==> src/hw/rtl/pss_pkg.sv <==
// Shared types and constants for the process slot scheduler.
// Used by pss_ctrl, pss_datapath and process_slot_scheduler; depends on nothing.
`timescale 1ns / 1ps

package pss_pkg;

  localparam int SLOT_W     = 3;
  localparam int SLOT_LIMIT = 8;   // slots that can ever be addressed or ready
  localparam int MASK_W     = 8;
  localparam int PRIO_W     = 8;
  localparam int AGE_W      = 16;
  localparam int KIND_W     = 2;
  localparam int STRAT_W    = 2;
  localparam int CFG_ADDR_W = 3;
  localparam int CFG_DATA_W = 32;

  // Register index of the strategy register on the configuration port.
  localparam logic REG_STRATEGY = 1'b0;

  typedef enum logic [KIND_W-1:0] {
    KIND_SCHEDULE = 2'd0,
    KIND_START    = 2'd1,
    KIND_RESET    = 2'd2
  } kind_e;

  typedef enum logic [STRAT_W-1:0] {
    STRAT_EVEN   = 2'd0,
    STRAT_RR     = 2'd1,
    STRAT_AGING  = 2'd2,
    STRAT_RTC    = 2'd3
  } strat_e;

  typedef enum logic [1:0] {
    EMIT_PICK     = 2'd0,
    EMIT_KEEP     = 2'd1,
    EMIT_KEEP_DEC = 2'd2
  } emit_mode_e;

  typedef struct packed {
    logic       load;
    logic       start_write;
    logic       slice_from_cur;
    logic       clear_ages;
    logic       scan_init;
    logic       from_one;
    logic       scan_step;
    logic       aging;
    logic       pick_rr;
    logic       emit;
    emit_mode_e emit_mode;
  } pss_cmd_t;

  typedef struct packed {
    kind_e kind;
    logic  running;
    logic  slice_zero;
    logic  scan_last;
    logic  out_free;
  } pss_stat_t;

endpackage

==> src/hw/rtl/pss_datapath.sv <==
// Datapath of the process slot scheduler: item latch, priority and age tables,
// time slice, slot scan unit and result register. Depends on pss_pkg.
`timescale 1ns / 1ps

module pss_datapath #(
  parameter int SLOT_COUNT = 8
) (
  input  logic                           clk,
  input  logic                           rst_n,
  input  logic [pss_pkg::KIND_W-1:0]     in_kind,
  input  logic [pss_pkg::SLOT_W-1:0]     in_current_slot,
  input  logic [pss_pkg::MASK_W-1:0]     in_ready_mask,
  input  logic                           in_current_running,
  input  logic [pss_pkg::SLOT_W-1:0]     in_start_slot,
  input  logic [pss_pkg::PRIO_W-1:0]     in_start_priority,
  output logic                           out_valid,
  input  logic                           out_stall,
  output logic [pss_pkg::SLOT_W-1:0]     out_next_slot,
  output logic [pss_pkg::PRIO_W-1:0]     out_slice_left,
  input  pss_pkg::pss_cmd_t              cmd,
  output pss_pkg::pss_stat_t             stat
);

  // Slots at or above the ready-mask width can never be ready or started,
  // so only the lower ones are stored.
  localparam int ENTRIES = (SLOT_COUNT < pss_pkg::SLOT_LIMIT) ? SLOT_COUNT
                                                               : pss_pkg::SLOT_LIMIT;
  localparam int IDX_W   = $clog2(ENTRIES);
  localparam int SUM_W   = pss_pkg::AGE_W + 1;
  localparam logic [pss_pkg::SLOT_W:0]   ENTRIES_V = (pss_pkg::SLOT_W+1)'(ENTRIES);
  localparam logic [pss_pkg::SLOT_W-1:0] LAST_SLOT = pss_pkg::SLOT_W'(ENTRIES - 1);
  localparam logic [pss_pkg::SLOT_W-1:0] SLOT_ONE  = pss_pkg::SLOT_W'(1);

  // Tables and slice (reset to zero).
  logic [pss_pkg::PRIO_W-1:0] prio_r [ENTRIES];
  logic [pss_pkg::PRIO_W-1:0] prio_nxt [ENTRIES];
  logic [pss_pkg::AGE_W-1:0]  age_r [ENTRIES];
  logic [pss_pkg::AGE_W-1:0]  age_nxt [ENTRIES];
  logic [pss_pkg::PRIO_W-1:0] slice_r, slice_nxt;
  logic                       out_valid_r, out_valid_nxt;

  // Latched item and scan working registers.
  pss_pkg::kind_e             kind_r, kind_nxt;
  logic [pss_pkg::SLOT_W-1:0] cur_r, cur_nxt;
  logic [pss_pkg::MASK_W-1:0] mask_r, mask_nxt;
  logic                       running_r, running_nxt;
  logic [pss_pkg::SLOT_W-1:0] sslot_r, sslot_nxt;
  logic [pss_pkg::PRIO_W-1:0] sprio_r, sprio_nxt;
  logic [pss_pkg::SLOT_W-1:0] ptr_r, ptr_nxt;
  logic [pss_pkg::SLOT_W-1:0] cnt_r, cnt_nxt;
  logic [pss_pkg::SLOT_W-1:0] best_r, best_nxt;
  logic [pss_pkg::AGE_W-1:0]  best_age_r, best_age_nxt;
  logic [pss_pkg::PRIO_W-1:0] best_prio_r, best_prio_nxt;
  logic                       have_r, have_nxt;
  logic [pss_pkg::SLOT_W-1:0] out_slot_r, out_slot_nxt;
  logic [pss_pkg::PRIO_W-1:0] out_slice_r, out_slice_nxt;

  logic [IDX_W-1:0]           ptr_idx, cur_idx, best_idx, sslot_idx;
  logic                       ptr_ready;
  logic [SUM_W-1:0]           age_sum;
  logic [pss_pkg::AGE_W-1:0]  step_age;
  logic                       better;
  logic                       out_free;

  assign ptr_idx   = ptr_r[IDX_W-1:0];
  assign cur_idx   = cur_r[IDX_W-1:0];
  assign best_idx  = best_r[IDX_W-1:0];
  assign sslot_idx = sslot_r[IDX_W-1:0];
  assign ptr_ready = mask_r[ptr_r];
  assign out_free  = !out_valid_r || !out_stall;

  assign age_sum = {1'b0, age_r[ptr_idx]} + SUM_W'(prio_r[ptr_idx]);

  always_comb begin
    if (cmd.aging && ptr_ready && (ptr_r != cur_r)) begin
      step_age = age_sum[SUM_W-1] ? '1 : age_sum[pss_pkg::AGE_W-1:0];
    end else begin
      step_age = age_r[ptr_idx];
    end
  end

  // Aging picks the oldest, then the higher priority; the ascending scan
  // settles remaining ties to the lower slot. Other scans take the first hit.
  assign better = ptr_ready &&
                  (!have_r ||
                   (cmd.aging && ((step_age > best_age_r) ||
                                  ((step_age == best_age_r) &&
                                   (prio_r[ptr_idx] > best_prio_r)))));

  always_comb begin
    prio_nxt      = prio_r;
    age_nxt       = age_r;
    slice_nxt     = slice_r;
    out_valid_nxt = out_valid_r;
    kind_nxt      = kind_r;
    cur_nxt       = cur_r;
    mask_nxt      = mask_r;
    running_nxt   = running_r;
    sslot_nxt     = sslot_r;
    sprio_nxt     = sprio_r;
    ptr_nxt       = ptr_r;
    cnt_nxt       = cnt_r;
    best_nxt      = best_r;
    best_age_nxt  = best_age_r;
    best_prio_nxt = best_prio_r;
    have_nxt      = have_r;
    out_slot_nxt  = out_slot_r;
    out_slice_nxt = out_slice_r;

    if (out_valid_r && !out_stall) begin
      out_valid_nxt = 1'b0;
    end

    if (cmd.load) begin
      kind_nxt    = pss_pkg::kind_e'(in_kind);
      cur_nxt     = ({1'b0, in_current_slot} < ENTRIES_V) ? in_current_slot : '0;
      mask_nxt    = in_ready_mask;
      running_nxt = in_current_running;
      sslot_nxt   = in_start_slot;
      sprio_nxt   = in_start_priority;
    end

    if (cmd.start_write && ({1'b0, sslot_r} < ENTRIES_V)) begin
      prio_nxt[sslot_idx] = sprio_r;
      age_nxt[sslot_idx]  = '0;
    end

    if (cmd.slice_from_cur) begin
      slice_nxt = prio_r[cur_idx];
    end

    if (cmd.clear_ages) begin
      for (int i = 0; i < ENTRIES; i++) begin
        age_nxt[i] = '0;
      end
    end

    if (cmd.scan_init) begin
      if (cmd.from_one || (cur_r >= LAST_SLOT)) begin
        ptr_nxt = SLOT_ONE;
      end else begin
        ptr_nxt = cur_r + SLOT_ONE;
      end
      cnt_nxt  = LAST_SLOT;
      have_nxt = 1'b0;
      best_nxt = '0;
    end

    if (cmd.scan_step) begin
      if (cmd.aging) begin
        age_nxt[ptr_idx] = step_age;
      end
      if (better) begin
        best_nxt      = ptr_r;
        best_age_nxt  = step_age;
        best_prio_nxt = prio_r[ptr_idx];
        have_nxt      = 1'b1;
      end
      ptr_nxt = (ptr_r >= LAST_SLOT) ? SLOT_ONE : ptr_r + SLOT_ONE;
      cnt_nxt = cnt_r - SLOT_ONE;
    end

    if (cmd.emit) begin
      case (cmd.emit_mode)
        pss_pkg::EMIT_KEEP_DEC: begin
          out_slot_nxt = cur_r;
          slice_nxt    = slice_r - 1'b1;
        end
        pss_pkg::EMIT_KEEP: begin
          out_slot_nxt = cur_r;
        end
        pss_pkg::EMIT_PICK: begin
          out_slot_nxt = have_r ? best_r : '0;
          if (have_r && cmd.pick_rr) begin
            slice_nxt = best_prio_r;
          end
          if (have_r && cmd.aging) begin
            age_nxt[best_idx] = best_prio_r;
          end
        end
        default: begin
          out_slot_nxt = '0;
        end
      endcase
      out_slice_nxt = slice_nxt;
      out_valid_nxt = 1'b1;
    end
  end

  always_ff @(posedge clk) begin
    if (!rst_n) begin
      for (int i = 0; i < ENTRIES; i++) begin
        prio_r[i] <= '0;
        age_r[i]  <= '0;
      end
      slice_r     <= '0;
      out_valid_r <= 1'b0;
    end else begin
      prio_r      <= prio_nxt;
      age_r       <= age_nxt;
      slice_r     <= slice_nxt;
      out_valid_r <= out_valid_nxt;
    end
  end

  always_ff @(posedge clk) begin
    kind_r      <= kind_nxt;
    cur_r       <= cur_nxt;
    mask_r      <= mask_nxt;
    running_r   <= running_nxt;
    sslot_r     <= sslot_nxt;
    sprio_r     <= sprio_nxt;
    ptr_r       <= ptr_nxt;
    cnt_r       <= cnt_nxt;
    best_r      <= best_nxt;
    best_age_r  <= best_age_nxt;
    best_prio_r <= best_prio_nxt;
    have_r      <= have_nxt;
    out_slot_r  <= out_slot_nxt;
    out_slice_r <= out_slice_nxt;
  end

  assign out_valid      = out_valid_r;
  assign out_next_slot  = out_slot_r;
  assign out_slice_left = out_slice_r;

  assign stat.kind       = kind_r;
  assign stat.running    = running_r;
  assign stat.slice_zero = (slice_r == '0);
  assign stat.scan_last  = (cnt_r == SLOT_ONE);
  assign stat.out_free   = out_free;

endmodule

==> src/hw/rtl/pss_ctrl.sv <==
// Controller of the process slot scheduler: sequences decode of each accepted beat
// and, for schedule calls, slot scan and result hand-off. Depends on pss_pkg.
`timescale 1ns / 1ps

module pss_ctrl (
  input  logic                              clk,
  input  logic                              rst_n,
  input  logic                              in_valid,
  output logic                              in_stall,
  input  logic [pss_pkg::STRAT_W-1:0]       strategy,
  input  pss_pkg::pss_stat_t                stat,
  output pss_pkg::pss_cmd_t                 cmd
);

  typedef enum logic [1:0] {
    ST_IDLE,
    ST_DECODE,
    ST_SCAN,
    ST_EMIT
  } state_t;

  state_t               state_r, state_nxt;
  pss_pkg::emit_mode_e  mode_r, mode_nxt;
  pss_pkg::strat_e      strat;

  assign strat    = pss_pkg::strat_e'(strategy);
  assign in_stall = (state_r != ST_IDLE);

  always_comb begin
    state_nxt = state_r;
    mode_nxt  = mode_r;
    cmd       = '0;
    cmd.emit_mode = mode_r;
    cmd.aging     = (strat == pss_pkg::STRAT_AGING);
    cmd.pick_rr   = (strat == pss_pkg::STRAT_RR);

    case (state_r)
      ST_IDLE: begin
        cmd.load = in_valid;
        if (in_valid) begin
          state_nxt = ST_DECODE;
        end
      end
      ST_DECODE: begin
        case (stat.kind)
          pss_pkg::KIND_START: begin
            cmd.start_write = 1'b1;
            state_nxt       = ST_IDLE;
          end
          pss_pkg::KIND_RESET: begin
            cmd.slice_from_cur = (strat == pss_pkg::STRAT_RR);
            cmd.clear_ages     = (strat == pss_pkg::STRAT_AGING);
            state_nxt          = ST_IDLE;
          end
          pss_pkg::KIND_SCHEDULE: begin
            if ((strat == pss_pkg::STRAT_RR) && !stat.slice_zero) begin
              mode_nxt  = pss_pkg::EMIT_KEEP_DEC;
              state_nxt = ST_EMIT;
            end else if ((strat == pss_pkg::STRAT_RTC) && stat.running) begin
              mode_nxt  = pss_pkg::EMIT_KEEP;
              state_nxt = ST_EMIT;
            end else begin
              // Aging and run to completion scan upwards from slot one.
              cmd.scan_init = 1'b1;
              cmd.from_one  = (strat == pss_pkg::STRAT_AGING) ||
                              (strat == pss_pkg::STRAT_RTC);
              mode_nxt      = pss_pkg::EMIT_PICK;
              state_nxt     = ST_SCAN;
            end
          end
          default: begin
            state_nxt = ST_IDLE;
          end
        endcase
      end
      ST_SCAN: begin
        cmd.scan_step = 1'b1;
        if (stat.scan_last) begin
          state_nxt = ST_EMIT;
        end
      end
      ST_EMIT: begin
        if (stat.out_free) begin
          cmd.emit  = 1'b1;
          state_nxt = ST_IDLE;
        end
      end
      default: begin
        state_nxt = ST_IDLE;
      end
    endcase
  end

  always_ff @(posedge clk) begin
    if (!rst_n) begin
      state_r <= ST_IDLE;
      mode_r  <= pss_pkg::EMIT_PICK;
    end else begin
      state_r <= state_nxt;
      mode_r  <= mode_nxt;
    end
  end

endmodule

==> src/hw/rtl/process_slot_scheduler.sv <==
// Top level of the process slot scheduler: configuration register port and
// the controller and datapath. Depends on pss_pkg, pss_ctrl and pss_datapath.
//
// Picks the next of SLOT_COUNT process slots (slot 0 is the idle process) under
// one of four strategies set in the strategy register at byte address 0: even,
// round robin, inactive aging and run to completion. Only slots 1 to
// min(SLOT_COUNT,8)-1 can be ready. A beat is taken only while in_stall is low
// and a new beat is taken once the previous one has been worked through, even
// while a result still waits on the output register. A process start or
// strategy reset beat passes through decode and gives no result. A schedule
// call that keeps the current slot goes from decode to emit; one that scans
// passes through the scan state, where the scan unit visits one slot per cycle,
// before emit. Write the strategy only while idle.
`timescale 1ns / 1ps

module process_slot_scheduler #(
  parameter int SLOT_COUNT = 8
) (
  input  logic                               clk,
  input  logic                               rst_n,
  input  logic                               in_valid,
  output logic                               in_stall,
  input  logic [pss_pkg::KIND_W-1:0]         in_kind,
  input  logic [pss_pkg::SLOT_W-1:0]         in_current_slot,
  input  logic [pss_pkg::MASK_W-1:0]         in_ready_mask,
  input  logic                               in_current_running,
  input  logic [pss_pkg::SLOT_W-1:0]         in_start_slot,
  input  logic [pss_pkg::PRIO_W-1:0]         in_start_priority,
  output logic                               out_valid,
  input  logic                               out_stall,
  output logic [pss_pkg::SLOT_W-1:0]         out_next_slot,
  output logic [pss_pkg::PRIO_W-1:0]         out_slice_left,
  input  logic                               cfg_psel,
  input  logic                               cfg_penable,
  input  logic                               cfg_pwrite,
  input  logic [pss_pkg::CFG_ADDR_W-1:0]     cfg_paddr,
  input  logic [pss_pkg::CFG_DATA_W-1:0]     cfg_pwdata,
  output logic [pss_pkg::CFG_DATA_W-1:0]     cfg_prdata,
  output logic                               cfg_pready
);

  logic [pss_pkg::STRAT_W-1:0] strategy_r, strategy_nxt;
  logic                        reg_sel;
  pss_pkg::pss_cmd_t           cmd;
  pss_pkg::pss_stat_t          stat;

  // Registers are word spaced; the word index picks the register.
  assign reg_sel    = (cfg_paddr[2] == pss_pkg::REG_STRATEGY);
  assign cfg_pready = 1'b1;

  always_comb begin
    strategy_nxt = strategy_r;
    if (cfg_psel && cfg_penable && cfg_pwrite && reg_sel) begin
      strategy_nxt = cfg_pwdata[pss_pkg::STRAT_W-1:0];
    end
  end

  always_ff @(posedge clk) begin
    if (!rst_n) begin
      strategy_r <= pss_pkg::STRAT_EVEN;
    end else begin
      strategy_r <= strategy_nxt;
    end
  end

  always_comb begin
    cfg_prdata = '0;
    if (reg_sel) begin
      cfg_prdata[pss_pkg::STRAT_W-1:0] = strategy_r;
    end
  end

  pss_ctrl u_ctrl (
    .clk      (clk),
    .rst_n    (rst_n),
    .in_valid (in_valid),
    .in_stall (in_stall),
    .strategy (strategy_r),
    .stat     (stat),
    .cmd      (cmd)
  );

  pss_datapath #(
    .SLOT_COUNT (SLOT_COUNT)
  ) u_datapath (
    .clk                (clk),
    .rst_n              (rst_n),
    .in_kind            (in_kind),
    .in_current_slot    (in_current_slot),
    .in_ready_mask      (in_ready_mask),
    .in_current_running (in_current_running),
    .in_start_slot      (in_start_slot),
    .in_start_priority  (in_start_priority),
    .out_valid          (out_valid),
    .out_stall          (out_stall),
    .out_next_slot      (out_next_slot),
    .out_slice_left     (out_slice_left),
    .cmd                (cmd),
    .stat               (stat)
  );

endmodule
==> config.mk <==
export PLATFORM = sky130hd
export DESIGN_NAME = process_slot_scheduler
export DESIGN_NICKNAME = d
export VERILOG_FILES = /design/src/hw/rtl/pss_pkg.sv /design/src/hw/rtl/pss_datapath.sv /design/src/hw/rtl/pss_ctrl.sv /design/src/hw/rtl/process_slot_scheduler.sv
export SDC_FILE = /design/constraint.sdc
export NUM_CORES = 1
export LEC_CHECK = 0
export BUFFER_PORTS_ARGS = -buffer_cell sky130_fd_sc_hd__buf_4
export CORE_UTILIZATION = 35
export CTS_CLUSTER_SIZE = 10
export DETAILED_ROUTE_END_ITERATION = 7
export PLACE_DENSITY = 0.58
export SLEW_MARGIN = 20
export SYNTH_ARGS = -nofsm -noshare
export SYNTH_HDL_FRONTEND = slang
export SYNTH_HIERARCHICAL = 1
export SYNTH_SLANG_ARGS = --single-unit
==> constraint.sdc <==
create_clock -name clk -period 6.9 [get_ports clk]
set_clock_uncertainty 0.05 [all_clocks]
set_input_delay 0.345 -clock clk [delete_from_list [all_inputs] [get_ports clk]]
set_output_delay 0.345 -clock clk [all_outputs]
set_load 0.05 [all_outputs]
==> run_results.csv, run 1 <==
group,metric,value,unit
status,run_status,"finished, final reports clean",
global_route,grt_pass1_wl,80.3,mm
timing,fmax,152,MHz
placement,io_buffers,49,
yosys,yosysTopAreaCellShare,28.0,%
pwr,pwr-share-comb,7.0,%
yosys,synth_edf_count,66,
pwr,leakage,6.76,nW
placement,dp_hpwl,36.3,mm
min_path,hp-class,"primary input to flop",
pwr,p_switching,921,µW
yosys,yosysSeqAreaShare,41.2,%
yosys,yosys_most_used_dff,"dfxtp_1",
finish,drive_above_1_share,13.7,%
floorplan,die_area,0.0439,mm²
timing,worst_pin_slew,1.19,ns
yosys,ys_ff_latch,277,
timing,rsz0062_at_grt,"false",
placement,place_congestion,0.974,
critical_path,cpMaxStageDelayCell,"edfxtp_1",
yosys,synthArstFlopShare,0,%
critical_path,worstPathMaxFanout,24,
global_route,grt_remaining_overflow,0,
global_route,grt_max_degree,103,
critical_path,critical_path_arrival,6.73,ns
yosys,synthXorXnorAreaFrac,0.988,%
yosys,yosysWarnings,6,
timing,fin_crit,6.56,ns
pwr,p_int,2.76,mW
yosys,muxShareOfSynthArea,9.69,%
floorplan,start_util,35.7,%
finish,layout.nets,1859,
cts,clockRootBuffer,"clkbuf_16",
critical_path,timing_worst_setup_path_type,"flop to flop",
yosys,yosys.area.top_type,"dfxtp_1",
pwr,clockPowerShare,46.6,%
critical_path,cp.required,7.06,ns
critical_path,critPathMaxStageDelay,1.01,ns
yosys,synth-compound-area-share,20.3,%
global_route,grt_pass1_vias,13200,
flow_run,maxCapViolCount,0,
yosys,ys_top_cells_by_count,"nand2_1, dfxtp_1, a21oi_1, o21ai_0, nor2_1",
yosys,syn_avg_cell_area,9.02,µm²
timing,tns,0,ns
pwr,swShare,25.0,%
placement,dp_cells,2223,
finish,syn_to_final_growth,15.7,%
yosys,synth_cell_types,77,
floorplan,core,0.0422,mm²
pwr,seqPwrFrac,46.4,%
route,avgRoutedWirePerCell,23.0,µm
route,route.detailed.drc,0,
floorplan,die_h,210,µm
global_route,grt_antenna_before_repair,1,
yosys,synth_area,0.0151,mm²
yosys,synthSimpleGateAreaFrac,18.0,%
timing,fin_ws,0.337,ns
finish,instances_no_fill,2309,
pwr,powerDensity,211,mW/mm²
cts,cts_tree,"built",
route,antenna_left,0,
cts,clk_pin_slew,0.06,ns
yosys,yosysMostFrequentCell,"nand2_1",
floorplan,die_w,210,µm
yosys,syn_inst,1671,
cts,numCtsBuffers,35,
pwr,ir_worst_vdd,141,µV
route,routed_via_density,5.90,
placement,dp_slack,0.435,ns
finish,final_core_util,41.3,%
timing,slew-limit-headroom,20.1,%
global_route,grtUsageTotal,24.0,%
cts,clk_latency,0.54,ns
timing,finalCritPeriodShare,95.1,%
route,drt_iter0_drc,1602,
yosys,synth_top_family_by_area,"compound AO/OA/AOI/OAI gates",
timing,hold_violations,0,
cts,htree_levels,2,
critical_path,startpoint_type,"flop",
cts,cts.path.max_buffers,3,
timing,setup_viol_count_final,0,
critical_path,path_common_cell,"a221oi_1",
yosys,synthTopCellsByArea,"dfxtp_1, edfxtp_1, nand2_1",
route,wl,53.1,mm
timing,drv_slew,0,
yosys,synthAdderAreaFrac,3.70,%
floorplan,io_pins,113,
floorplan,rows,75,
finish,diodes,0,
critical_path,end_kind,"flop",
route,dr_total_vias,13600,
critical_path,cp_cell_sequence,"and2b_1 > a221oi_1 > o21ai_0 > fa_1 > a211oi_1 > nor2_1 > o21bai_1 > or3_1 > nand2_1 > mux2_2 > ha_1 > nand4_1 > nor3_1 > a221oi_1 > o211ai_1 > a31oi_1 > a211o_1 > inv_1 > buf_12",
cts,cts.sinks,277,
route,firstDrtPassIters,6,
-- critical path: cells and delay by family, from the launching register on --
family | cells | cell delay [ns]
compound gates | 8 | 2.02
fa+ha+maj | 2 | 0.92
buf+inv | 2 | 0.31
flops | 1 | 1.01
mux | 1 | 0.40
simple gates | 6 | 1.50
-- logic make-up after synthesis --
kind of cell / Yosys count
buffers and inverters: 192
other: 2
XOR/XNOR: 17
multiplexers: 95
AND/OR/NAND/NOR: 577
flip-flops: 277
adder cells (fa/ha/maj): 44
AO/OA/AOI/OAI: 467
-- final cells by class --
type / count / area (µm²)
clock buffer: 54 / 1000
clock inverter: 5 / 43.8
fill: 4208 / 24800
inverter: 53 / 199
multi-input combinational: 1231 / 8090
sequential: 277 / 6210
tap: 539 / 674
timing repair buffer: 150 / 1240
-- layer usage --
| layer | GRT usage [%] | share of wire (%) | up-vias |
|---|---|---|---|
| met5 | 1.56 | 0.20 | - |
| met4 | 10.2 | 3.8 | 4 |
| met3 | 5.33 | 9.4 | 134 |
| met2 | 37.3 | 44 | 699 |
| met1 | 32.0 | 42 | 6622 |
| li1 | - | - | 6172 |
-- flip-flops by register name (all words and copies together) (netlist names), 8 cells and up, named ones only --
name	count
u_datapath/age_r	128
u_datapath/best_age_r	16
u_datapath/best_prio_r	8
u_datapath/mask_r	8
u_datapath/out_slice_left	8
u_datapath/prio_r	64
u_datapath/slice_r	8
u_datapath/sprio_r	8
-- timing repair --
| item | 4_1_cts | 5_1_grt |
|---|---|---|
| gates resized for setup | 0 | 1 |
| buffers inserted | 0 | 2 |
| hold buffers | 25 | 0 |
| hold endpoints to repair | 25 | 0 |
| setup endpoints to repair | 0 | 27 |
-- layout by cell type, fill, tap and decap left out, types with 13 or more instances in the layout --
| master | count |
|---|---|
| nand2_1 | 292 |
| dfxtp_1 | 211 |
| buf_4 | 121 |
| a21oi_1 | 84 |
| o21ai_0 | 83 |
| nor2_1 | 75 |
| edfxtp_1 | 66 |
| a21boi_0 | 65 |
| nand3_1 | 53 |
| inv_1 | 52 |
| ha_1 | 43 |
| a31oi_1 | 40 |
| mux4_2 | 39 |
| mux2i_1 | 38 |
| clkbuf_16 | 37 |
| o21ai_1 | 36 |
| a22o_1 | 34 |
| conb_1 | 31 |
| dlygate4sd3_1 | 25 |
| and3_1 | 24 |
| o211ai_1 | 24 |
| nor3_1 | 19 |
| nor2b_1 | 17 |
| clkbuf_1 | 16 |
| and2_1 | 15 |
| nand2b_1 | 15 |
| a211oi_1 | 14 |
| mux2_2 | 13 |
-- power groups by stage --
| stage | combinational [mW] | sequential (mW) | clock (mW) |
|---|---|---|---|
| floorplan | 0.181 | 1.73 | 0 |
| global route | 0.271 | 1.71 | 1.82 |
| detailed placement | 0.237 | 1.74 | 0 |
| CTS | 0.249 | 1.71 | 1.75 |
| global placement | 0.235 | 1.74 | 0 |
| finish | 0.257 | 1.71 | 1.72 |
-- worst paths after layout --
check                                                      start                                   to  slack [ns]  cells after the start
worst min-delay path                               cfg_pwdata[1]           strategy_r[1]$_SDFFE_PN0P_        0.03                      3
worst max-delay path             u_datapath/ptr_idx[2]$_DFFE_PP_  u_datapath/best_prio_r[1]$_DFFE_PP_        0.34                     19
worst max register to register   u_datapath/ptr_idx[2]$_DFFE_PP_  u_datapath/best_prio_r[1]$_DFFE_PP_        0.34                     19
worst min register to register  u_datapath/age_r[122]$_SDFF_PN0_     u_datapath/age_r[122]$_SDFF_PN0_        0.39                      2
-- through the flow --
stage	cell area (µm²)	power, mW	hold WS, ns
6_report	17400	3.68	0.0278
5_1_grt	17400	3.80	0.0530
4_1_cts	17400	3.71	0.0200
3_5_place_dp	16100	1.98	0.387
3_3_place_gp	16100	1.98	0.381
2_1_floorplan	15200	1.91	0.361
(Power assumes the default switching activity.)
==> run 2, diff against run 1 <==
- PLACE_DENSITY: 0.58 -> default
==> run_results.csv, run 2 (same netlist as run 1, synthesis figures left out) <==
group,metric,value,unit
status,run_status,"finished, final reports clean",
cts,numCtsBuffers,35,
global_route,grt_pass1_vias,13000,
placement,io_buffers,49,
critical_path,timing_worst_setup_path_type,"flop to flop",
cts,clockRootBuffer,"clkbuf_16",
cts,htree_levels,2,
min_path,hold_start,"cfg_pwdata[1]",
cts,cts_resized,0,
route,wl,52.3,mm
finish,drive_above_1_share,13.7,%
critical_path,cp.required,7.05,ns
floorplan,io_pins,113,
cts,cts_setup_buffers,0,
cts,cts_tree,"built",
timing,slew-limit-headroom,21.2,%
route,met2_length,23.2,mm
cts,clk_pin_slew,0.06,ns
timing,finalCritPeriodShare,92.9,%
route,route.detailed.drc,0,
placement,dp_slack,0.661,ns
finish,reg_top3,"u_datapath/age_r: 128 flops, u_datapath/prio_r: 64 flops, u_datapath/best_age_r: 16 flops",
pwr,leakage,6.73,nW
min_path,holdPathEnd,"strategy_r[1]$_SDFFE_PN0P_",
critical_path,end_kind,"flop",
cts,holdBufCountCts,25,
route,dr_total_vias,13500,
pwr,p_int,2.75,mW
route,routed_via_density,5.87,
finish,regMostFlops,"u_datapath/age_r",
timing,fin_crit,6.41,ns
critical_path,timing.rr.start,"u_datapath/ptr_idx[0]$_DFFE_PP_",
timing,worst_pin_slew,1.17,ns
pwr,swShare,24.6,%
pwr,p_switching,899,µW
floorplan,rows,75,
global_route,grtUsageTotal,23.7,%
critical_path,rr_endpoint,"u_datapath/best_prio_r[7]$_DFFE_PP_",
pwr,seqPwrFrac,46.8,%
flow_run,maxCapViolCount,0,
route,wl_met1,22.0,mm
route,firstDrtPassIters,5,
finish,fill_cells,4195,
placement,place_congestion,0.982,
pwr,clockPowerShare,46.2,%
pwr,ir_worst_vdd,119,µV
pwr,pwr-share-comb,7.0,%
timing,drv_slew,0,
timing,fmax,156,MHz
global_route,grt_remaining_overflow,0,
floorplan,core,0.0422,mm²
finish,final_common_cell,"nand2_1",
timing,fin_ws,0.490,ns
finish,syn_to_final_growth,15.4,%
route,dr_wl_met3,5.24,mm
cts,cts.path.max_buffers,3,
floorplan,die_area,0.0439,mm²
global_route,grt_pass1_wl,79.3,mm
critical_path,worstSetupStartpoint,"u_datapath/ptr_idx[0]$_DFFE_PP_",
critical_path,r2r_cells,23,
critical_path,rrSetupSlack,0.49,ns
min_path,hp-class,"primary input to flop",
timing,timing.hold.ws,0.0190,ns
cts,clk_latency,0.53,ns
floorplan,die_w,210,µm
floorplan,start_util,35.7,%
route,drt_iter0_drc,1653,
finish,layout.nets,1857,
floorplan,die_h,210,µm
global_route,grt_antenna_before_repair,0,
timing,hold_violations,0,
min_path,hold_path_depth,3,
route,routed.top_layer,"met4",
timing,setup_viol_count_final,0,
timing,rsz0062_at_grt,"false",
critical_path,critical_path_arrival,6.56,ns
global_route,grt_max_degree,92,
critical_path,worstPathMaxFanout,24,
critical_path,startpoint_type,"flop",
pwr,powerDensity,210,mW/mm²
placement,dp_hpwl,36.1,mm
timing,tns,0,ns
finish,layout_common_cells,"nand2_1, dfxtp_1, buf_4",
route,antenna_left,0,
finish,largest_register_ffs,128,
cts,cts.sinks,277,
route,avgRoutedWirePerCell,22.7,µm
==> run 2: how the worst max path moves through the flow <==
stage                                                     end  slack (ns)  cells after the start
after floorplan            u_datapath/best_age_r[0]$_DFFE_PP_       0.009                     25
after global placement    u_datapath/best_prio_r[3]$_DFFE_PP_        0.73                     23
after detailed placement  u_datapath/best_prio_r[3]$_DFFE_PP_        0.66                     23
after CTS                 u_datapath/best_prio_r[7]$_DFFE_PP_        0.60                     23
after global routing      u_datapath/best_prio_r[7]$_DFFE_PP_        0.24                     21
final                     u_datapath/best_prio_r[7]$_DFFE_PP_        0.49                     23
==> run 2: worst max-delay path, cell delays in order, from the launching register on <==
cell      delay [ns]
edfxtp_1        0.65
buf_4           0.37
mux4_2          0.57
nand2_1         0.09
nand2_1         0.07
ha_1            0.23
fa_1            0.47
a211oi_1        0.34
nor2_1          0.13
o21bai_1        0.33
or3_1           0.37
nor3_2          0.16
buf_4           0.21
nor2_1          0.29
inv_1           0.11
ha_1            0.30
nand2_1         0.05
nor3_1          0.23
nand3_1         0.18
o211ai_1        0.13
a31oi_1         0.08
a211o_1         0.33
inv_1           0.11
buf_12          0.21
==> run 2: per-layer routing <==
layer	GRT usage [%]	vias up
met5	0	-
met4	9.14	0
met3	4.56	127
met2	36.9	697
met1	32.4	6541
li1	-	6180
==> run 2: power groups by stage <==
stage	Combinational, mW	Sequential, mW	Clock, mW
floorplan	0.181	1.73	0
global placement	0.237	1.74	0
detailed placement	0.240	1.74	0
CTS	0.252	1.71	1.71
global route	0.270	1.71	1.78
finish	0.256	1.71	1.69
==> run 2: area by class of cell <==
class / instances / area, µm² / area share, %
Multi-Input combinational cell: 1231 / 8100 / 46.5
Tap cell: 539 / 674 / 3.88
Clock inverter: 3 / 20.0 / 0.115
Antenna cell: 1 / 2.50 / 0.0144
Sequential cell: 277 / 6210 / 35.7
Clock buffer: 55 / 1000 / 5.75
Inverter: 53 / 199 / 1.14
Timing Repair Buffer: 148 / 1200 / 6.89
==> run 2: metrics by stage <==
| step | power, mW | util (%) | instances | instance area (µm²) |
|---|---|---|---|---|
| 3_5_place_dp | 1.98 | 38.2 | 2223 | 16100 |
| 5_1_grt | 3.76 | 41.2 | 2306 | 17400 |
| 3_3_place_gp | 1.98 | 38.2 | 2223 | 16100 |
| 2_1_floorplan | 1.91 | - | 1700 | 15200 |
| 6_report | 3.65 | 41.2 | 2307 | 17400 |
| 4_1_cts | 3.67 | 41.2 | 2306 | 17400 |
